$ cat config.mk
export PLATFORM = sky130hd
export DESIGN_NAME = bicolor_led_matrix_row_scanner_unit_flat
export DESIGN_NICKNAME = d
export VERILOG_FILES = /design/src/blrs_pkg.sv /design/src/blrs_if.sv /design/src/blrs_plane.sv /design/src/bicolor_led_matrix_row_scanner_unit.sv /design/src/flat_wrapper.sv
export SDC_FILE = /design/constraint.sdc
export NUM_CORES = 1
export LEC_CHECK = 0
export ABC_AREA = 1
export CORE_MARGIN = 2
export CORE_UTILIZATION = 45
export DETAILED_ROUTE_END_ITERATION = 8
export DONT_BUFFER_PORTS = 1
export GPL_ROUTABILITY_DRIVEN = 0
export GPL_TIMING_DRIVEN = 1
export PLACE_DENSITY = 0.7
export SYNTH_ARGS = -nofsm -noshare
export SYNTH_HDL_FRONTEND = slang
export SYNTH_SLANG_ARGS = --single-unit
$ cat constraint.sdc
create_clock -name clk -period 3 [get_ports clk]
set_clock_uncertainty 0.2 [all_clocks]
set_input_delay 0.6 -clock clk [delete_from_list [all_inputs] [get_ports clk]]
set_output_delay 0.6 -clock clk [all_outputs]
set_load 0.05 [all_outputs]
$ cat src/blrs_pkg.sv
// ----------------------------------------------------------------------------
// blrs_pkg: shared definitions for the bicolor led matrix row scanner
// Field widths, register indexes, reset defaults, the x pattern, control types.
// ----------------------------------------------------------------------------
package blrs_pkg;

    localparam int DEFAULT_ROWS = 8;
    localparam int MAX_WORDS    = 8;

    localparam int COL_W     = 8;
    localparam int ROWSEL_W  = 3;
    localparam int THR_W     = 8;
    localparam int PERIOD_W  = 4;
    localparam int CFG_IDX_W = 2;
    localparam int CFG_DAT_W = 8;

    // item kind codes
    localparam logic KIND_WRITE = 1'b0;
    localparam logic KIND_FRAME = 1'b1;

    // rotate mode codes
    localparam logic ROT_ROWS_DOWN  = 1'b0;
    localparam logic ROT_BITS_RIGHT = 1'b1;

    // configuration register indexes
    localparam logic [CFG_IDX_W-1:0] CFG_QUALIFY_THRESHOLD = 2'd0;
    localparam logic [CFG_IDX_W-1:0] CFG_ROTATE_PERIOD     = 2'd1;
    localparam logic [CFG_IDX_W-1:0] CFG_ROTATE_MODE       = 2'd2;

    // reset values of the configuration registers
    localparam logic [THR_W-1:0]    THRESHOLD_RST = 8'd10;
    localparam logic [PERIOD_W-1:0] PERIOD_RST    = 4'd8;
    localparam logic                MODE_RST      = ROT_ROWS_DOWN;

    localparam logic [THR_W-1:0] COUNT_MAX = 8'hFF;

    // x pattern rows by distance from the nearest edge
    localparam logic [COL_W-1:0] X_ROW_EDGE  = 8'h81;
    localparam logic [COL_W-1:0] X_ROW_NEXT  = 8'h42;
    localparam logic [COL_W-1:0] X_ROW_INNER = 8'h24;
    localparam logic [COL_W-1:0] X_ROW_MID   = 8'h18;

    typedef enum logic
    {
        ST_IDLE,
        ST_SCAN
    } scan_state_t;

    // one operation on a plane store per cycle
    typedef struct packed
    {
        logic                wr_en;
        logic [ROWSEL_W-1:0] row;
        logic [COL_W-1:0]    data;
        logic                load_x;
        logic                rot_down;
        logic                rot_bits;
        logic                shift;
    } plane_ctl_t;

    function automatic logic [COL_W-1:0] x_row(input int idx, input int rows);
        int d;
        int e;
        logic [COL_W-1:0] r;
        d = idx;
        e = rows - 1 - idx;
        if (e < d)
            d = e;
        case (d)
            0:       r = X_ROW_EDGE;
            1:       r = X_ROW_NEXT;
            2:       r = X_ROW_INNER;
            default: r = X_ROW_MID;
        endcase
        return r;
    endfunction

endpackage

$ cat src/blrs_if.sv
// ----------------------------------------------------------------------------
// blrs_if: channel interfaces of the row scanner
// Input item, row word result and configuration write channels.
// ----------------------------------------------------------------------------
interface blrs_in_if;
    logic                            valid;
    logic                            ready;
    logic                            kind;
    logic [blrs_pkg::ROWSEL_W-1:0]   row_number;
    logic [blrs_pkg::COL_W-1:0]      red_byte;
    logic [blrs_pkg::COL_W-1:0]      green_byte;
    logic                            alarm_red_pin;
    logic                            alarm_green_pin;

    modport source (output valid, kind, row_number, red_byte, green_byte,
                    alarm_red_pin, alarm_green_pin, input ready);
    modport sink (input valid, kind, row_number, red_byte, green_byte,
                  alarm_red_pin, alarm_green_pin, output ready);
endinterface

interface blrs_out_if;
    logic                            valid;
    logic                            ready;
    logic [blrs_pkg::ROWSEL_W-1:0]   row_select;
    logic [blrs_pkg::COL_W-1:0]      red_bits;
    logic [blrs_pkg::COL_W-1:0]      green_bits;
    logic                            alarm_active;
    logic                            last_row;

    modport source (output valid, row_select, red_bits, green_bits, alarm_active,
                    last_row, input ready);
    modport sink (input valid, row_select, red_bits, green_bits, alarm_active,
                  last_row, output ready);
endinterface

interface blrs_cfg_if;
    logic                             valid;
    logic                             ready;
    logic [blrs_pkg::CFG_IDX_W-1:0]   index;
    logic [blrs_pkg::CFG_DAT_W-1:0]   data;

    modport source (output valid, index, data, input ready);
    modport sink (input valid, index, data, output ready);
endinterface

$ cat src/blrs_plane.sv
// ----------------------------------------------------------------------------
// blrs_plane: one color plane as a circular row shift register
// Row write, x load, rotate down, rotate bits, and a scan shift toward row 0.
// ----------------------------------------------------------------------------
module blrs_plane #(
    parameter int ROWS = blrs_pkg::DEFAULT_ROWS
) (
    input  logic                          clk,
    input  logic                          rst_n,
    input  blrs_pkg::plane_ctl_t          ctl,
    output logic [blrs_pkg::COL_W-1:0]    head
);

    logic [blrs_pkg::COL_W-1:0] plane_reg [ROWS];
    logic                       wr_in_range;

    // rows past the store are dropped
    assign wr_in_range = (32'(ctl.row) < ROWS);
    assign head        = plane_reg[0];

    for (genvar i = 0; i < ROWS; i++)
    begin : g_row
        localparam int NXT = (i == ROWS - 1) ? 0 : i + 1;
        localparam int PRV = (i == 0) ? ROWS - 1 : i - 1;
        localparam logic [blrs_pkg::COL_W-1:0] XR = blrs_pkg::x_row(i, ROWS);

        always_ff @(posedge clk or negedge rst_n)
        begin
            if (!rst_n)
            begin
                plane_reg[i] <= '0;
            end
            else if (ctl.load_x)
            begin
                plane_reg[i] <= XR;
            end
            else if (ctl.rot_down)
            begin
                plane_reg[i] <= plane_reg[PRV];
            end
            else if (ctl.rot_bits)
            begin
                plane_reg[i] <= {plane_reg[i][0], plane_reg[i][blrs_pkg::COL_W-1:1]};
            end
            else if (ctl.shift)
            begin
                plane_reg[i] <= plane_reg[NXT];
            end
            else if (ctl.wr_en && wr_in_range && (32'(ctl.row) == i))
            begin
                plane_reg[i] <= ctl.data;
            end
        end
    end

endmodule

$ cat src/bicolor_led_matrix_row_scanner_unit.sv
// ----------------------------------------------------------------------------
// bicolor_led_matrix_row_scanner_unit: 8 column red/green matrix row scanner
// Holds both planes, qualifies the alarm pins and emits masked row words.
// ----------------------------------------------------------------------------
// write item: written into both planes when accepted, no result
// frame item: first row word registered in the scan state after the accept, then
//   one word per cycle while the output takes them; the input stays blocked until
//   the row shift register has circulated each plane once past its head
// output backpressure stalls the scan; the next item may enter while the last word waits
// reset clears both planes, the pass counter, alarm flag and divider, loads register defaults
module bicolor_led_matrix_row_scanner_unit #(
    parameter int ROWS = blrs_pkg::DEFAULT_ROWS
) (
    input  logic       clk,
    input  logic       rst_n,
    blrs_in_if.sink    in_ch,
    blrs_out_if.source out_ch,
    blrs_cfg_if.sink   cfg
);

    localparam int ROW_W = $clog2(ROWS);
    // words per frame, capped by the 3 bit row select
    localparam int WORDS = (ROWS < blrs_pkg::MAX_WORDS) ? ROWS : blrs_pkg::MAX_WORDS;

    // control state
    blrs_pkg::scan_state_t           state_reg, state_next;
    logic [ROW_W-1:0]                cnt_reg, cnt_next;
    logic [blrs_pkg::THR_W-1:0]      count_reg, count_next;
    logic                            flag_reg, flag_next;
    logic [blrs_pkg::PERIOD_W-1:0]   div_reg, div_next;

    // configuration
    logic [blrs_pkg::THR_W-1:0]      thr_reg;
    logic [blrs_pkg::PERIOD_W-1:0]   period_reg;
    logic                            mode_reg;

    // output register
    logic                            out_valid_reg, out_valid_next;
    logic [blrs_pkg::ROWSEL_W-1:0]   row_sel_reg, row_sel_next;
    logic [blrs_pkg::COL_W-1:0]      red_out_reg, red_out_next;
    logic [blrs_pkg::COL_W-1:0]      green_out_reg, green_out_next;
    logic                            alarm_out_reg, alarm_out_next;
    logic                            last_out_reg, last_out_next;

    blrs_pkg::plane_ctl_t            red_ctl, green_ctl;
    logic [blrs_pkg::COL_W-1:0]      red_head, green_head;

    logic                            in_acc;
    logic                            frame_acc;
    logic                            write_acc;
    logic                            any_pin;
    logic                            new_flag;
    logic [blrs_pkg::PERIOD_W:0]     div_inc;
    logic                            div_wrap;
    logic                            step;
    logic                            emit;

    // ------------------------------------------------------------------ planes
    blrs_plane #(.ROWS(ROWS)) u_red
    (
        .clk   (clk),
        .rst_n (rst_n),
        .ctl   (red_ctl),
        .head  (red_head)
    );

    blrs_plane #(.ROWS(ROWS)) u_green
    (
        .clk   (clk),
        .rst_n (rst_n),
        .ctl   (green_ctl),
        .head  (green_head)
    );

    // ---------------------------------------------------------- configuration
    assign cfg.ready = 1'b1;

    always_ff @(posedge clk or negedge rst_n)
    begin
        if (!rst_n)
        begin
            thr_reg    <= blrs_pkg::THRESHOLD_RST;
            period_reg <= blrs_pkg::PERIOD_RST;
            mode_reg   <= blrs_pkg::MODE_RST;
        end
        else if (cfg.valid)
        begin
            unique case (cfg.index)
                blrs_pkg::CFG_QUALIFY_THRESHOLD: thr_reg    <= cfg.data;
                blrs_pkg::CFG_ROTATE_PERIOD:     period_reg <= cfg.data[blrs_pkg::PERIOD_W-1:0];
                blrs_pkg::CFG_ROTATE_MODE:       mode_reg   <= cfg.data[0];
                default:                         ;  // unused index, beat dropped
            endcase
        end
    end

    // ------------------------------------------------------------- item entry
    // a new item enters only while no frame is being scanned
    assign in_ch.ready = (state_reg == blrs_pkg::ST_IDLE);
    assign in_acc      = in_ch.valid && in_ch.ready;
    assign frame_acc   = in_acc && (in_ch.kind == blrs_pkg::KIND_FRAME);
    assign write_acc   = in_acc && (in_ch.kind == blrs_pkg::KIND_WRITE);

    // alarm qualification: the flag latches once the old count passes the threshold
    assign any_pin  = in_ch.alarm_red_pin || in_ch.alarm_green_pin;
    assign new_flag = any_pin && (flag_reg || (count_reg > thr_reg));

    // rotation divider, compared one bit wider so a count of 15 never wraps
    assign div_inc  = {1'b0, div_reg} + 1'b1;
    assign div_wrap = (div_inc > {1'b0, period_reg});

    // ------------------------------------------------------------------- scan
    // each step moves both planes one row toward the head; after ROWS steps
    // they are back in place, the first WORDS heads go out as row words
    assign step = (state_reg == blrs_pkg::ST_SCAN)
                  && ((32'(cnt_reg) >= WORDS) || !out_valid_reg || out_ch.ready);
    assign emit = step && (32'(cnt_reg) < WORDS);

    always_comb
    begin
        red_ctl          = '0;
        red_ctl.wr_en    = write_acc;
        red_ctl.row      = in_ch.row_number;
        red_ctl.data     = in_ch.red_byte;
        red_ctl.load_x   = frame_acc && new_flag;
        red_ctl.shift    = step;

        green_ctl          = '0;
        green_ctl.wr_en    = write_acc;
        green_ctl.row      = in_ch.row_number;
        green_ctl.data     = in_ch.green_byte;
        green_ctl.rot_down = frame_acc && !new_flag && div_wrap
                             && (mode_reg == blrs_pkg::ROT_ROWS_DOWN);
        green_ctl.rot_bits = frame_acc && !new_flag && div_wrap
                             && (mode_reg == blrs_pkg::ROT_BITS_RIGHT);
        green_ctl.shift    = step;
    end

    // next state and outputs
    always_comb
    begin
        state_next     = state_reg;
        cnt_next       = cnt_reg;
        count_next     = count_reg;
        flag_next      = flag_reg;
        div_next       = div_reg;
        out_valid_next = out_valid_reg;
        row_sel_next   = row_sel_reg;
        red_out_next   = red_out_reg;
        green_out_next = green_out_reg;
        alarm_out_next = alarm_out_reg;
        last_out_next  = last_out_reg;

        // output slot drains when taken, refills on emit below
        if (out_ch.ready)
            out_valid_next = 1'b0;

        unique case (state_reg)
            blrs_pkg::ST_IDLE:
            begin
                if (frame_acc)
                begin
                    // saturating pass counter, cleared with the flag when both pins are low
                    if (any_pin)
                    begin
                        if (count_reg != blrs_pkg::COUNT_MAX)
                            count_next = count_reg + 1'b1;
                    end
                    else
                    begin
                        count_next = '0;
                    end
                    flag_next = new_flag;

                    // divider only runs while green is shown
                    if (!new_flag)
                        div_next = div_wrap ? '0 : div_inc[blrs_pkg::PERIOD_W-1:0];

                    cnt_next   = '0;
                    state_next = blrs_pkg::ST_SCAN;
                end
            end

            blrs_pkg::ST_SCAN:
            begin
                if (emit)
                begin
                    out_valid_next = 1'b1;
                    row_sel_next   = blrs_pkg::ROWSEL_W'(cnt_reg);
                    red_out_next   = flag_reg ? red_head : '0;
                    green_out_next = flag_reg ? '0 : green_head;
                    alarm_out_next = flag_reg;
                    last_out_next  = (32'(cnt_reg) == WORDS - 1);
                end
                if (step)
                begin
                    if (32'(cnt_reg) == ROWS - 1)
                        state_next = blrs_pkg::ST_IDLE;
                    else
                        cnt_next = cnt_reg + 1'b1;
                end
            end

            default:
            begin
                state_next = blrs_pkg::ST_IDLE;
            end
        endcase
    end

    always_ff @(posedge clk or negedge rst_n)
    begin
        if (!rst_n)
        begin
            state_reg     <= blrs_pkg::ST_IDLE;
            cnt_reg       <= '0;
            count_reg     <= '0;
            flag_reg      <= 1'b0;
            div_reg       <= '0;
            out_valid_reg <= 1'b0;
        end
        else
        begin
            state_reg     <= state_next;
            cnt_reg       <= cnt_next;
            count_reg     <= count_next;
            flag_reg      <= flag_next;
            div_reg       <= div_next;
            out_valid_reg <= out_valid_next;
        end
    end

    // row word payload, no reset needed
    always_ff @(posedge clk)
    begin
        row_sel_reg   <= row_sel_next;
        red_out_reg   <= red_out_next;
        green_out_reg <= green_out_next;
        alarm_out_reg <= alarm_out_next;
        last_out_reg  <= last_out_next;
    end

    assign out_ch.valid        = out_valid_reg;
    assign out_ch.row_select   = row_sel_reg;
    assign out_ch.red_bits     = red_out_reg;
    assign out_ch.green_bits   = green_out_reg;
    assign out_ch.alarm_active = alarm_out_reg;
    assign out_ch.last_row     = last_out_reg;

    // ------------------------------------------------------------- assertions
    // a row word only appears out of a scan
    a_word_from_scan: assert property (@(posedge clk) disable iff (!rst_n)
        $rose(out_valid_reg) |-> $past(state_reg == blrs_pkg::ST_SCAN))
        else $error("row word raised outside a scan");

    // red and green are never shown together
    a_one_color: assert property (@(posedge clk) disable iff (!rst_n)
        out_valid_reg && alarm_out_reg |-> (green_out_reg == '0))
        else $error("green shown while alarm active");

    // a latched alarm implies at least one qualifying pass
    a_flag_count: assert property (@(posedge clk) disable iff (!rst_n)
        flag_reg |-> (count_reg != '0))
        else $error("alarm flag set with zero pass count");

    // scan counter stays inside the plane
    a_cnt_range: assert property (@(posedge clk) disable iff (!rst_n)
        (state_reg == blrs_pkg::ST_SCAN) |-> (32'(cnt_reg) < ROWS))
        else $error("scan counter past last row");

    // after the final word of a frame the next word starts a new frame
    a_frame_order: assert property (@(posedge clk) disable iff (!rst_n)
        out_valid_reg && out_ch.ready && last_out_reg
            |=> (!out_valid_reg || (row_sel_reg == '0)))
        else $error("row word after last row is not row zero");

endmodule

$ cat src/flat_wrapper.sv
// flat-port wrapper written by rule: the top's interface ports become plain ports
module bicolor_led_matrix_row_scanner_unit_flat 
#(
    parameter int ROWS = blrs_pkg::DEFAULT_ROWS
)
  (clk, rst_n, in_ch_valid, in_ch_kind, in_ch_row_number, in_ch_red_byte, in_ch_green_byte, in_ch_alarm_red_pin, in_ch_alarm_green_pin, in_ch_ready, out_ch_valid, out_ch_row_select, out_ch_red_bits, out_ch_green_bits, out_ch_alarm_active, out_ch_last_row, out_ch_ready, cfg_valid, cfg_index, cfg_data, cfg_ready);
  blrs_in_if in_ch_i ();
  blrs_out_if out_ch_i ();
  blrs_cfg_if cfg_i ();
  input  logic clk;
  input  logic rst_n;
  input wire logic [$bits(in_ch_i.valid)-1:0] in_ch_valid;
  input wire logic [$bits(in_ch_i.kind)-1:0] in_ch_kind;
  input wire logic [$bits(in_ch_i.row_number)-1:0] in_ch_row_number;
  input wire logic [$bits(in_ch_i.red_byte)-1:0] in_ch_red_byte;
  input wire logic [$bits(in_ch_i.green_byte)-1:0] in_ch_green_byte;
  input wire logic [$bits(in_ch_i.alarm_red_pin)-1:0] in_ch_alarm_red_pin;
  input wire logic [$bits(in_ch_i.alarm_green_pin)-1:0] in_ch_alarm_green_pin;
  output wire logic [$bits(in_ch_i.ready)-1:0] in_ch_ready;
  output wire logic [$bits(out_ch_i.valid)-1:0] out_ch_valid;
  output wire logic [$bits(out_ch_i.row_select)-1:0] out_ch_row_select;
  output wire logic [$bits(out_ch_i.red_bits)-1:0] out_ch_red_bits;
  output wire logic [$bits(out_ch_i.green_bits)-1:0] out_ch_green_bits;
  output wire logic [$bits(out_ch_i.alarm_active)-1:0] out_ch_alarm_active;
  output wire logic [$bits(out_ch_i.last_row)-1:0] out_ch_last_row;
  input wire logic [$bits(out_ch_i.ready)-1:0] out_ch_ready;
  input wire logic [$bits(cfg_i.valid)-1:0] cfg_valid;
  input wire logic [$bits(cfg_i.index)-1:0] cfg_index;
  input wire logic [$bits(cfg_i.data)-1:0] cfg_data;
  output wire logic [$bits(cfg_i.ready)-1:0] cfg_ready;
  assign in_ch_i.valid = in_ch_valid;
  assign in_ch_i.kind = in_ch_kind;
  assign in_ch_i.row_number = in_ch_row_number;
  assign in_ch_i.red_byte = in_ch_red_byte;
  assign in_ch_i.green_byte = in_ch_green_byte;
  assign in_ch_i.alarm_red_pin = in_ch_alarm_red_pin;
  assign in_ch_i.alarm_green_pin = in_ch_alarm_green_pin;
  assign in_ch_ready = in_ch_i.ready;
  assign out_ch_valid = out_ch_i.valid;
  assign out_ch_row_select = out_ch_i.row_select;
  assign out_ch_red_bits = out_ch_i.red_bits;
  assign out_ch_green_bits = out_ch_i.green_bits;
  assign out_ch_alarm_active = out_ch_i.alarm_active;
  assign out_ch_last_row = out_ch_i.last_row;
  assign out_ch_i.ready = out_ch_ready;
  assign cfg_i.valid = cfg_valid;
  assign cfg_i.index = cfg_index;
  assign cfg_i.data = cfg_data;
  assign cfg_ready = cfg_i.ready;
  bicolor_led_matrix_row_scanner_unit #(.ROWS(ROWS)) u_core (.clk(clk), .rst_n(rst_n), .in_ch(in_ch_i), .out_ch(out_ch_i), .cfg(cfg_i));
endmodule
Word-level counts from Yosys, hierarchy flattened
Cells that the tools add are included.

Bits in registers: 180. Word-level logic and storage cells: 173. Output and inout port bits: 24. Bits of input ports: 37.

Bitwise logic cells: 4. Mux-type cells: 70. $lt $le $gt $ge: 2. $add $sub $neg: 3. Eq/ne operators: 15. Reduce and logical (&&, ||, !) cells: 49.

Operators by type and width (count): $mux 8 (58); $reduce_bool 4->1 (8); $reduce_bool 3->1 (8); $logic_and 1x1->1 (18); $eq 3x3->1 const B (5); $reduce_and 2->1 (5); $mux 3 (3); $reduce_and 3->1 (3); $add 8x1->8 const B (1); $gt 8x8->1 (1); $ne 2x2->1 const B (4); $ne 8x8->1 const B (1); $eq 3x2->1 const B (2); $mux 1 (6); $pmux 3 s2 (1); $add 4x1->5 const B (1); $gt 5x4->1 (1); $mux 4 (1); $not 1->1 (4); $add 3x1->3 const B (1); $eq 3x1->1 const B (1); $logic_not 3->1 (1); $logic_or 1x1->1 (3); $eq 2x1->1 const B (1); other kinds (4) (5).

Longest topological paths before layout
Gate-level depths: netlist of run 1.

Depth after elaboration: 9. Depth in mapped cells: 20.

Cells and area by module
A second synthesis of run 1 with hierarchy kept.

Cells, all modules: 1884. Area total of the unflattened synthesis: 12112.9 µm².

Modules (own cells, without submodules): blrs_plane (u_core.u_green) (area each 4822.1 µm², times used 1, cells an instance 798); blrs_plane (u_core.u_red) (area each 4703.3 µm², times used 1, cells an instance 800); bicolor_led_matrix_row_scanner_unit (area each 2587.5 µm², times used 1, cells an instance 286).

Worst setup path after synthesis of run 1
No wires, ideal clock.

Path type: reg-to-reg. Start point: register u_core.div_reg[0] in the netlist's numbering. End point: register u_core.u_green.plane_reg, in the netlist u_core.u_green.head[5]. Slack: 0.446 ns. Cell stages (with the launch flop): 15. Arrival: 2.234 ns. Buffers on the path: 2. Cells stage by stage: dfrtp_1 > ha_1 > xor2_1 > ha_1 > nand2_1 > o21ai_1 > o21ai_0 > o21ai_2 > nand3_4 > inv_2 > buf_2 > buf_2 > nand2_1 > nand2_1 > a21oi_1.

Longest elaborated chain between the ends: 6.

RTL lines: from (decl) (RTL line bicolor_led_matrix_row_scanner_unit.sv:30) `logic [blrs_pkg::PERIOD_W-1:0] div_reg, div_next;`; from (signal assigned) (RTL line bicolor_led_matrix_row_scanner_unit.sv:228) `div_reg <= div_next;`; $add 4x1->5 * (RTL line bicolor_led_matrix_row_scanner_unit.sv:109) `assign div_inc = {1'b0, div_reg} + 1'b1;`; $gt 5x4->1 * (RTL line bicolor_led_matrix_row_scanner_unit.sv:110) `assign div_wrap = (div_inc > {1'b0, period_reg});`; $logic_and 1x1->1 * (RTL line bicolor_led_matrix_row_scanner_unit.sv:132, bicolor_led_matrix_row_scanner_unit.sv:134); $logic_and 1x1->1 (RTL line bicolor_led_matrix_row_scanner_unit.sv:135) `&& (mode_reg == blrs_pkg::ROT_BITS_RIGHT);`; $mux 8 (RTL line blrs_plane.sv:41) `else if (ctl.rot_bits)`; $mux 8 (RTL line blrs_plane.sv:37) `else if (ctl.rot_down)`; to (signal, indexed assignment) (RTL line blrs_plane.sv:39) `plane_reg[i] <= plane_reg[PRV];`; to (signal, indexed assignment) (RTL line blrs_plane.sv:43) `plane_reg[i] <= {plane_reg[i][0], plane_reg[i][blrs_pkg::COL_W-1:1]};`; to (signal, indexed assignment) (RTL line blrs_plane.sv:47) `plane_reg[i] <= plane_reg[NXT];`; to (decl) (RTL line blrs_plane.sv:14) `logic [blrs_pkg::COL_W-1:0] plane_reg [ROWS];`.

Every way passes the cells marked *; elsewhere a longest branch is shown, timed or not. A chain may end at the register's enable or synchronous reset.

Worst setup path after layout of run 1
Start point: register u_core.thr_reg[1] in the netlist's numbering. End point: register u_core.u_green.plane_reg, in the netlist u_core.u_green.head[6].

Longest elaborated chain between the ends: 9.

RTL lines: from (decl) (RTL line bicolor_led_matrix_row_scanner_unit.sv:33) `logic [blrs_pkg::THR_W-1:0] thr_reg;`; from (signal assigned) (RTL line bicolor_led_matrix_row_scanner_unit.sv:82) `thr_reg <= blrs_pkg::THRESHOLD_RST;`; from (signal assigned) (RTL line bicolor_led_matrix_row_scanner_unit.sv:89) `blrs_pkg::CFG_QUALIFY_THRESHOLD: thr_reg <= cfg.data;`; $gt 8x8->1 * (RTL line bicolor_led_matrix_row_scanner_unit.sv:106) `assign new_flag = any_pin && (flag_reg || (count_reg > thr_reg));`; $logic_or 1x1->1 * (RTL line bicolor_led_matrix_row_scanner_unit.sv:106); $logic_and 1x1->1 * (RTL line bicolor_led_matrix_row_scanner_unit.sv:106); $logic_not 1->1 *; $logic_and 1x1->1 * (2 in a row) (RTL line bicolor_led_matrix_row_scanner_unit.sv:132, bicolor_led_matrix_row_scanner_unit.sv:134); $logic_and 1x1->1 (RTL line bicolor_led_matrix_row_scanner_unit.sv:135); $mux 8 (RTL line blrs_plane.sv:41); $mux 8 (RTL line blrs_plane.sv:37).

Marks and branches as above.

==> impl_results.md, run 1 <==
* Gate power share at 39.6%
* Post-layout util at 50.20%
* Clock sinks at 180
* Crit Path Max Fanout at 59
* Worst reg2reg endpoint: u_core.u_green.head[6]
* CP endpoint: u_core.u_green.head[6]
* Port Buffers at 0
* HP Class: input pin to asynchronous set/reset pin
* Antenna-violating nets left at 0
* Slew headroom at 38.58%
* Clk pin slew, worst setup/hold paths at 0.07 ns
* Max Cap Viol at 0
* CTS tree: yes
* Starting density of the core at 45.57%
* Core area at 22500 um2
* Net Switching at 0.005341 W
* Max-slew violations at 0
* Pin count of the biggest net entering global routing at 160
* Switching share of power at 45.41%
* Synth cell types at 39
* Internal power at 0.006420 W
* Worst Path Required at 3.16 ns
* Met3 WL at 2071 um
* Reg power frac at 40.9%
* PwrDens at 1041 nW/um2
* Worst R2R Setup Slack at 0.21 ns
* Post-synthesis sequential area ratio at 44.99%
* Synthesized net count at 1523
* WL final at 28080 um
* CTS Buffer Depth at 2
* Layout cells sized above 1 at 6.436%
* Met2 Wirelength at 13380 um
* Number of global-route vias before repair at 8893
* DRC violations left at 0
* Post-route clock period utilization at 93.08%
* Crit path DAT at 2.95 ns
* Highest metal used: met5
* First-pass GRT wire length at 45420 um
* Most frequent cells in the layout: nand2_1 (556), inv_1 (239), dfrtp_1 (156), a21oi_1 (132), o21ai_0 (98)
* Static leakage at 6.131 nW
* Die width at 155.0 um
* Final min period at 2.793 ns
* Final hold viol count at 158
* Cells after Synth at 1470
* Nets at 1516
* Total number of vias at 9394
* Grt ovf at 0
* DRT met1 WL at 12040 um
* TritonCTS buffer count at 17
* FF-to-FF Start: u_core.thr_reg[1]
* Die Area at 24010 um2
* Final setup viols at 0
* Drt via density at 5.334
* CTS H-tree depth at 4
* # diodes at 0
* Worst VDD drop at 0.5047 mV
* Hold slack at -0.3468 ns
* Outcome: complete, but fails checks
* CTS Root Cell: clkbuf_16
* Register bit count reported by yosys at 180
* Failing checks: negative hold slack
* Core Rows at 55
* Critical Path End Type: register
* Post-synthesis area per instance at 6.976 um2
* Critical setup path kind: register to register
* Gr usage total at 23.75%
* Wire per inst at 15.94 um
* Clk_lat worst skew at 0.44 ns
* Worst Setup Start Kind: register
* Synthesized area at 10250 um2
* Setup crit start: u_core.thr_reg[1]
* Ys Warns at 0
* P&R area growth vs syn at 10.15%
* Final Power at 0.01176 W
* Top Ports at 61
* Most common cell after layout, fill and taps aside: nand2_1
* Clk pwr share at 19.5%
* Fmax at 358.1 MHz
* Hpwl dp at 18540 um
* DRT iter0 DRCs at 987
* Initial antenna violation count at 1
* Die Y at 155.0 um
* 1st-pass router iterations at 5
* Worst-Margin Slew at 0.9178 ns
* Worst R2R Path Depth at 17
==> area by class of cell <==
type,count,area [um2]
sequential,180,4613
clock inverter,10,110.1
fill,2199,11210
multi-input combinational,990,4503
clock buffer,22,495.5
timing repair buffer,28,292.8
inverter,246,924.6
tap,285,356.6
==> Yosys cell counts (all sizes together) <==
cell type	n	share of area, %
nor3	7	0.50
or2	3	0.18
nor3b	3	0.22
a21oi	132	6.4
a21o	2	0.15
o2111ai	21	1.8
clkbuf	36	1.3
dfstp	3	0.77
xor2	2	0.17
a22oi	4	0.29
nand2	565	21
a211oi	1	0.073
clkinv	2	0.073
nand3	23	1.3
nand4	5	0.37
conb	1	0.037
edfxtp	21	6.1
nor4	8	0.49
o211ai	1	0.073
dfrtp	156	38
nor2	91	3.6
o21ai	103	5.1
buf	18	0.95
inv	244	8.9
ha	16	2.0
o22ai	2	0.12
==> metrics by stage <==
stage / instance area, um2 / worst slack, ns / std cells / hold WS, ns / TNS, ns
detailed placement: 10650 / 0.1816 / 1727 / 0.1140 / 0
global placement: 10650 / 0.2342 / 1727 / 0.1140 / 0
floorplan: 10250 / 0.4458 / 1470 / 0.1044 / 0
CTS: 11260 / 0.1510 / 1759 / -0.3563 / 0
finish: 11300 / 0.2075 / 1761 / -0.3468 / 0
global route: 11300 / -0.01789 / 1761 / -0.3648 / -0.03221
==> critical path, stage by stage, from the launching register on <==
cell,delay (ns)
dfstp_2,0.54
inv_1,0.04
ha_1,0.30
nand2_1,0.07
nand2_1,0.04
nand2_1,0.05
nand2_1,0.04
nand2_1,0.05
nand2_1,0.05
nand2_1,0.07
nand2_1,0.09
nand2_2,0.13
buf_6,0.23
nand4_1,0.19
buf_12,0.26
nand2_1,0.09
nand2_1,0.06
a21oi_1,0.16
==> cells by family (layout without fill, tap and decap cells) <==
logic type,after synthesis,in the layout,share of synthesized area [%]
DFF,180,180,44.99
adders and majority gates,16,16,1.952
AOI/OAI and AO/OA,266,266,14.01
other,1,1,0.03657
and+or+nand+nor,705,705,27.57
buffers and inverters,300,306,11.27
xor gates and xnor gates,2,2,0.1708
==> how the worst min path moves through the flow <==
stage | start | to | slack, ns
2_1_floorplan | rst_n | u_core.cnt_reg[0] | 0.10
3_3_place_gp | rst_n | u_core.u_green.plane_reg[21] | 0.11
3_5_place_dp | rst_n | u_core.u_green.plane_reg[22] | 0.11
4_1_cts | rst_n | u_core.u_green.plane_reg[22] | -0.36
5_1_grt | rst_n | u_core.u_green.plane_reg[22] | -0.36
6_report | rst_n | u_core.u_green.plane_reg[22] | -0.35
==> power groups by stage <==
stage | clock network [W] | registers, W | logic, W
after global placement | 0 | 0.00480 | 0.00447
final | 0.00230 | 0.00481 | 0.00465
after global routing | 0.00242 | 0.00493 | 0.00532
after detailed placement | 0 | 0.00481 | 0.00456
after floorplan | 0 | 0.00456 | 0.00343
after CTS | 0.00233 | 0.00478 | 0.00460
==> routing by layer <==
metal  GRT usage [%]  up-vias
met1           31.40     4399
met5               0        -
met3           5.877       50
li1                -     4562
met2           38.43      381
met4           7.848        2
==> repair_timing <==
action,CTS,global route
resized for setup,0,5
setup buffers,0,2
endpoints found under the hold margin,159,159
endpoints found under the setup margin,0,60
No activity file was read; power rests on OpenSTA's default activity.
==> inputs of run 2 (changes only) <==
- ABC_AREA: 1 -> default
- PLACE_DENSITY: 0.7 -> 0.58
==> impl_results.md, run 2 <==
* Pin count of the biggest net entering global routing at 160
* Critical setup path kind: register to register
* Worst R2R Setup Slack at 0.06 ns
* Final setup viols at 0
* Initial antenna violation count at 0
* Final hold viol count at 159
* Gate power share at 35.5%
* Synth cell types at 56
* # diodes at 0
* Internal power at 0.006524 W
* Most frequent cells in the layout: dfrtp_1 (156), nand2_1 (138), mux2i_1 (80), nor2_1 (76), a21oi_1 (68)
* Max-slew violations at 0
* Final min period at 2.937 ns
* Clk pin slew, worst setup/hold paths at 0.07 ns
* Worst Path Required at 3.11 ns
* Crit path DAT at 3.05 ns
* Die width at 150.2 um
* Post-synth EDFFs at 21
* Static leakage at 4.788 nW
* RSZ-0062 raised after global routing: true
* Synthesized net count at 1028
* Slowest stage cell, crit path: dfrtp_1
* Post-Place Cells at 1213
* Core Rows at 53
* CP top delay family: compound AO/OA/AOI/OAI gates
* Yosys top cell by area: dfrtp_1
* Net Switching at 0.004643 W
* Top_reg_cell synth: dfrtp_1
* Antenna-violating nets left at 0
* Wire per inst at 20.62 um
* Seq. cell area at 4613 um2
* Grt ovf at 0
* Clk_lat worst skew at 0.43 ns
* Worst-Margin Slew at 0.5400 ns
* Core area at 21020 um2
* Hold slack at -0.3323 ns
* Gr usage total at 23.22%
* Design area at 10800 um2
* Multi-input gate area at 4684 um2
* Reg power frac at 43.0%
* Nets at 1018
* Worst R2R Path Depth at 10
* Die Y at 150.2 um
* Outcome: complete, but fails checks
* Final Power at 0.01117 W
* DRC violations left at 0
* Worst path cell trace: ha_4, ha_4, nor2b_2, o41ai_4, o21ai_4, and2_4, buf_4, a22oi_4, a221oi_1, a221o_1
* Clock sinks at 180
* CTS Buffer Depth at 2
* Post-synthesis sequential area ratio at 47.96%
* DRT iter0 DRCs at 622
* WP buf/inv at 1
* First-pass GRT wire length at 40990 um
* Synthesized area at 9619 um2
* CTS H-tree depth at 4
* Post-route clock period utilization at 97.89%
* Drt via density at 6.054
* P&R area growth vs syn at 12.25%
* Fillers at 1927
* Setup TNS at 0 ns
* FF-to-FF Start: u_core.div_reg[1]
* Fmax at 340.5 MHz
* TritonCTS buffer count at 17
* Max Cap Viol at 0
* CTS tree: yes
* Slew headroom at 63.96%
* Most common cell after layout, fill and taps aside: dfrtp_1
* Die Area at 22560 um2
* WL final at 25840 um
* Worst Setup Start Kind: register
* Total number of vias at 7586
* Ys Warns at 0
* CP dominant cell by count: ha_4
* Register bit count reported by yosys at 180
* Failing checks: negative hold slack
* Post-synthesis area per instance at 9.866 um2
* Crit Path Max Fanout at 8
* Layout cells sized above 1 at 13.70%
* Worst VDD drop at 0.4364 mV
* Synth top area share at 40.58%
* HP Class: input pin to asynchronous set/reset pin
* Worst reg2reg endpoint: u_core.u_green.plane_reg[41]
* Hpwl dp at 17110 um
* Fin cells at 1253
* Async set or reset register ratio after synthesis at 88.33%
* Switching share of power at 41.57%
* Number of global-route vias before repair at 7138
* Top Ports at 61
* Synth cell count leaders: dfrtp_1 (156), nand2_1 (139), mux2i_1 (80), nor2_1 (79), a21oi_1 (72)
* Critical Path End Type: register
* Starting density of the core at 45.76%
* CP max stage delay at 0.42 ns
* Clk pwr share at 21.4%
* Most frequent cell after synthesis: dfrtp_1
* Cells after Synth at 975
* Port Buffers at 0
* CTS Root Cell: clkbuf_16
* PwrDens at 1034 nW/um2
* Dpl cell area at 9973 um2
* 1st-pass router iterations at 5
* Ranking of synthesized cells by area: dfrtp_1 (41%), mux2i_1 (8.3%), edfxtp_1 (6.6%), nand2_1 (5.4%), a221o_1 (4.6%)
## run 2: how the worst max path moves through the flow
stage / slack [ns] / endpoint / cells after the start / start
floorplan: 0.08 / u_core.u_green.plane_reg[54] / 13 / u_core.div_reg[0]
global placement: 0.04 / u_core.u_green.head[6] / 11 / u_core.div_reg[1]
detailed placement: 0.06 / u_core.u_green.head[6] / 10 / u_core.div_reg[0]
finish: 0.06 / u_core.u_green.plane_reg[41] / 10 / u_core.div_reg[1]
CTS: 0.03 / u_core.u_green.head[6] / 11 / u_core.div_reg[1]
global route: -0.05 / u_core.u_green.plane_reg[42] / 10 / u_core.div_reg[1]
## run 2: routing by layer
| metal | vias to the layer above | track usage, % | wire, um | share of wire, % |
|---|---|---|---|---|
| li1 | 3560 | - | - | - |
| met4 | 0 | 5.189 | 232 | 0.90 |
| met5 | - | 0 | 0 | 0 |
| met3 | 24 | 4.455 | 1652 | 6.4 |
| met1 | 3763 | 35.33 | 12420 | 48 |
| met2 | 239 | 34.29 | 11540 | 45 |
## run 2: metrics by stage
stage | setup WS [ns] | util (%)
finish | 0.06324 | 51.37
global route | -0.05207 | 51.37
CTS | 0.03487 | 50.41
detailed placement | 0.06165 | 47.44
global placement | 0.04006 | 47.44
floorplan | 0.08305 | -
## run 2: area by class of cell
cell class,count,area share (%)
flip-flops and latches,180,42.72
clock buffers,18,3.974
inverters,18,0.6373
multi-input cells,696,43.38
clock inverters,14,1.796
repair buffers,52,4.299
well taps,275,3.187
## run 2: worst register-to-register path, cell delays in order (launching register included)
cell and delay [ns]:
dfrtp_1 0.42, ha_4 0.30, ha_4 0.20, nor2b_2 0.16, o41ai_4 0.39, o21ai_4 0.12, and2_4 0.20, buf_4 0.15
a22oi_4 0.26, a221oi_1 0.13, a221o_1 0.28
## run 2: power groups by stage
| stage | clock (W) | combinational [W] | sequential (W) |
|---|---|---|---|
| finish | 0.00239 | 0.00397 | 0.00481 |
| detailed placement | 0 | 0.00364 | 0.00480 |
| floorplan | 0 | 0.00297 | 0.00444 |
| CTS | 0.00243 | 0.00365 | 0.00477 |
| global placement | 0 | 0.00358 | 0.00481 |
| global route | 0.00255 | 0.00441 | 0.00491 |
## run 2: kinds of logic (layout without fill, tap and decap cells)
group           after synthesis  after routing  synth area share (%)
buf+inv                     100            102                 4.956
other cells                   1              1               0.03898
fa+ha+maj                    16             16                 2.081
flops                       180            180                 47.96
xor+xnor                      8              8                0.7283
simple gates                301            302                 13.75
mux                          86             86                 9.027
compound gates              283            283                 21.46
## run 2: timing repair
item | CTS | global route
endpoints found under the hold margin | 159 | 159
setup buffers | 0 | 7
gates resized for setup | 0 | 24
setup endpoints to repair | 0 | 58
==> inputs of run 3 (changes only) <==
- CAP_MARGIN: default -> 20
- clock period: 3 -> 2.8 ns (I/O delays scaled with it)
==> impl_results.md, run 3 (synthesis results as in run 2) <==
* Outcome: complete, but fails checks
* Failing checks: negative hold slack, negative setup slack
* CTS H-tree depth at 4
* Worst path cell trace: ha_4, ha_4, nor2b_4, o41ai_4, o21ai_4, and2_4, buf_12, buf_12, a31oi_4, a21oi_2, a221o_1
* Die width at 150.2 um
* Final Power at 0.01312 W
* CTS Root Cell: clkbuf_16
* Worst R2R Setup Slack at -0.11 ns
* Crit Path Max Fanout at 6
* Worst-Margin Slew at 0.9825 ns
* Dpl cell area at 10260 um2
* Most common cell after layout, fill and taps aside: dfrtp_1
* Drt via density at 6.154
* Number of global-route vias before repair at 7674
* Critical Path End Type: register
* First-pass GRT wire length at 44300 um
* Worst Setup Start Kind: register
* HP Class: input pin to asynchronous set/reset pin
* Final WS setup at -0.1086 ns
* Slowest stage cell, crit path: dfrtp_1
* Design area at 12040 um2
* Starting density of the core at 45.76%
* Nets at 1068
* Clock sinks at 180
* P&R area growth vs syn at 25.12%
* Clk pin slew, worst setup/hold paths at 0.07 ns
* Max Cap Viol at 0
* DRT iter0 DRCs at 803
* Final min period at 2.909 ns
* Max-slew violations at 0
* PwrDens at 1090 nW/um2
* Worst VDD drop at 0.5709 mV
* Total number of vias at 8019
* Dpl ws at -0.1300 ns
* Clk_lat worst skew at 0.44 ns
* Die Area at 22560 um2
* Die Y at 150.2 um
* Critical setup path kind: register to register
* Fmax at 343.8 MHz
* Wire per inst at 22.05 um
* Slew headroom at 34.50%
* Gr usage total at 25.20%
* Top Ports at 61
* Core area at 21020 um2
* Initial antenna violation count at 0
* Core Rows at 53
* Crit path DAT at 3.01 ns
* Layout cells sized above 1 at 25.49%
* CTS Buffer Depth at 2
* Final hold viol count at 159
* Hpwl dp at 17330 um
* Final setup viols at 37
* Post-route clock period utilization at 103.9%
* TritonCTS buffer count at 17
* CP max stage delay at 0.41 ns
* RSZ-0062 raised after global routing: true
* DRC violations left at 0
* WL final at 28730 um
* Grt ovf at 0
* 1st-pass router iterations at 5
* Port Buffers at 0
* Static leakage at 5.227 nW
* Most frequent cells in the layout: dfrtp_1 (156), nand2_1 (137), mux2i_1 (80), nor2_1 (72), buf_4 (62)
* Worst Path Required at 2.90 ns
* CTS tree: yes
* # diodes at 0
* Hold slack at -0.3884 ns
* Antenna-violating nets left at 0
* Pin count of the biggest net entering global routing at 160
[run 3: cell types whose count changed in the layout (fill, tap and decap cells not counted), sizes merged]
cell and delta:
bufinv -2, buf +44, clkinvlp -1, clkinv +2
inv -2, clkbuf +8, a21o +1
[run 3: final timing paths]
check                                        endpoint                        from  cells after the start
max in group asynchronous           u_core.div_reg[0]                       rst_n                      0
hold reg to reg            u_core.u_red.plane_reg[49]  u_core.u_red.plane_reg[41]                      2
min in group clk                    u_core.thr_reg[3]                 cfg_data[3]                      2
setup reg to reg               u_core.u_green.head[5]           u_core.div_reg[0]                     11
setup / recovery               u_core.u_green.head[5]           u_core.div_reg[0]                     11
hold / removal                      u_core.cnt_reg[1]                       rst_n                      0
[run 3: report_power, final]
| group | leakage, nW | switching (W) | internal [W] |
|---|---|---|---|
| sequential | 2.04 | 0.00150 | 0.00371 |
| clock | 0.292 | 0.00111 | 0.00135 |
| combinational | 2.90 | 0.00293 | 0.00254 |
[run 3: routing by layer]
layer | share of wire, % | wire length (um) | GRT usage, %
met2 | 46 | 13250 | 38.33
met3 | 7.3 | 2086 | 5.303
met1 | 45 | 12830 | 37.14
met4 | 1.9 | 554 | 5.472
met5 | 0 | 0 | 0
[run 3: critical path: cells and delay by family, from the launching register on]
| kind | cells | cell delay, ns |
|---|---|---|
| AO/OA/AOI/OAI | 5 | 1.03 |
| adder cells (fa/ha/maj) | 2 | 0.48 |
| flip-flops | 1 | 0.41 |
| AND/OR/NAND/NOR | 2 | 0.35 |
| buffers and inverters | 2 | 0.29 |
[run 3: repair_timing]
item | CTS | global route
gates resized for setup | 54 | 92
setup buffers | 10 | 8
gates cloned | 4 | 5
hold endpoints to repair | 159 | 159
pin swaps | 31 | 35
setup endpoints to repair | 57 | 64
[run 3: area by class of cell]
class                      count  area, um2
inverter                      18      68.82
sequential                   180       4613
clock buffer                  21      481.7
timing repair buffer         101       1129
tap                          275      344.1
clock inverter                11      111.4
fill                        1757       8986
multi-input combinational    697       5288
[run 3: stage by stage]
| step | hold slack [ns] | utilization, % | TNS [ns] | instances |
|---|---|---|---|---|
| 2_1_floorplan | 0.06441 | - | -2.532 | 975 |
| 3_5_place_dp | 0.07082 | 48.81 | -3.282 | 1245 |
| 5_1_grt | -0.4044 | 57.25 | -5.367 | 1303 |
| 4_1_cts | -0.3926 | 53.82 | -1.134 | 1291 |
| 6_report | -0.3884 | 57.25 | -1.280 | 1303 |
| 3_3_place_gp | 0.07124 | 48.81 | -1.889 | 1245 |
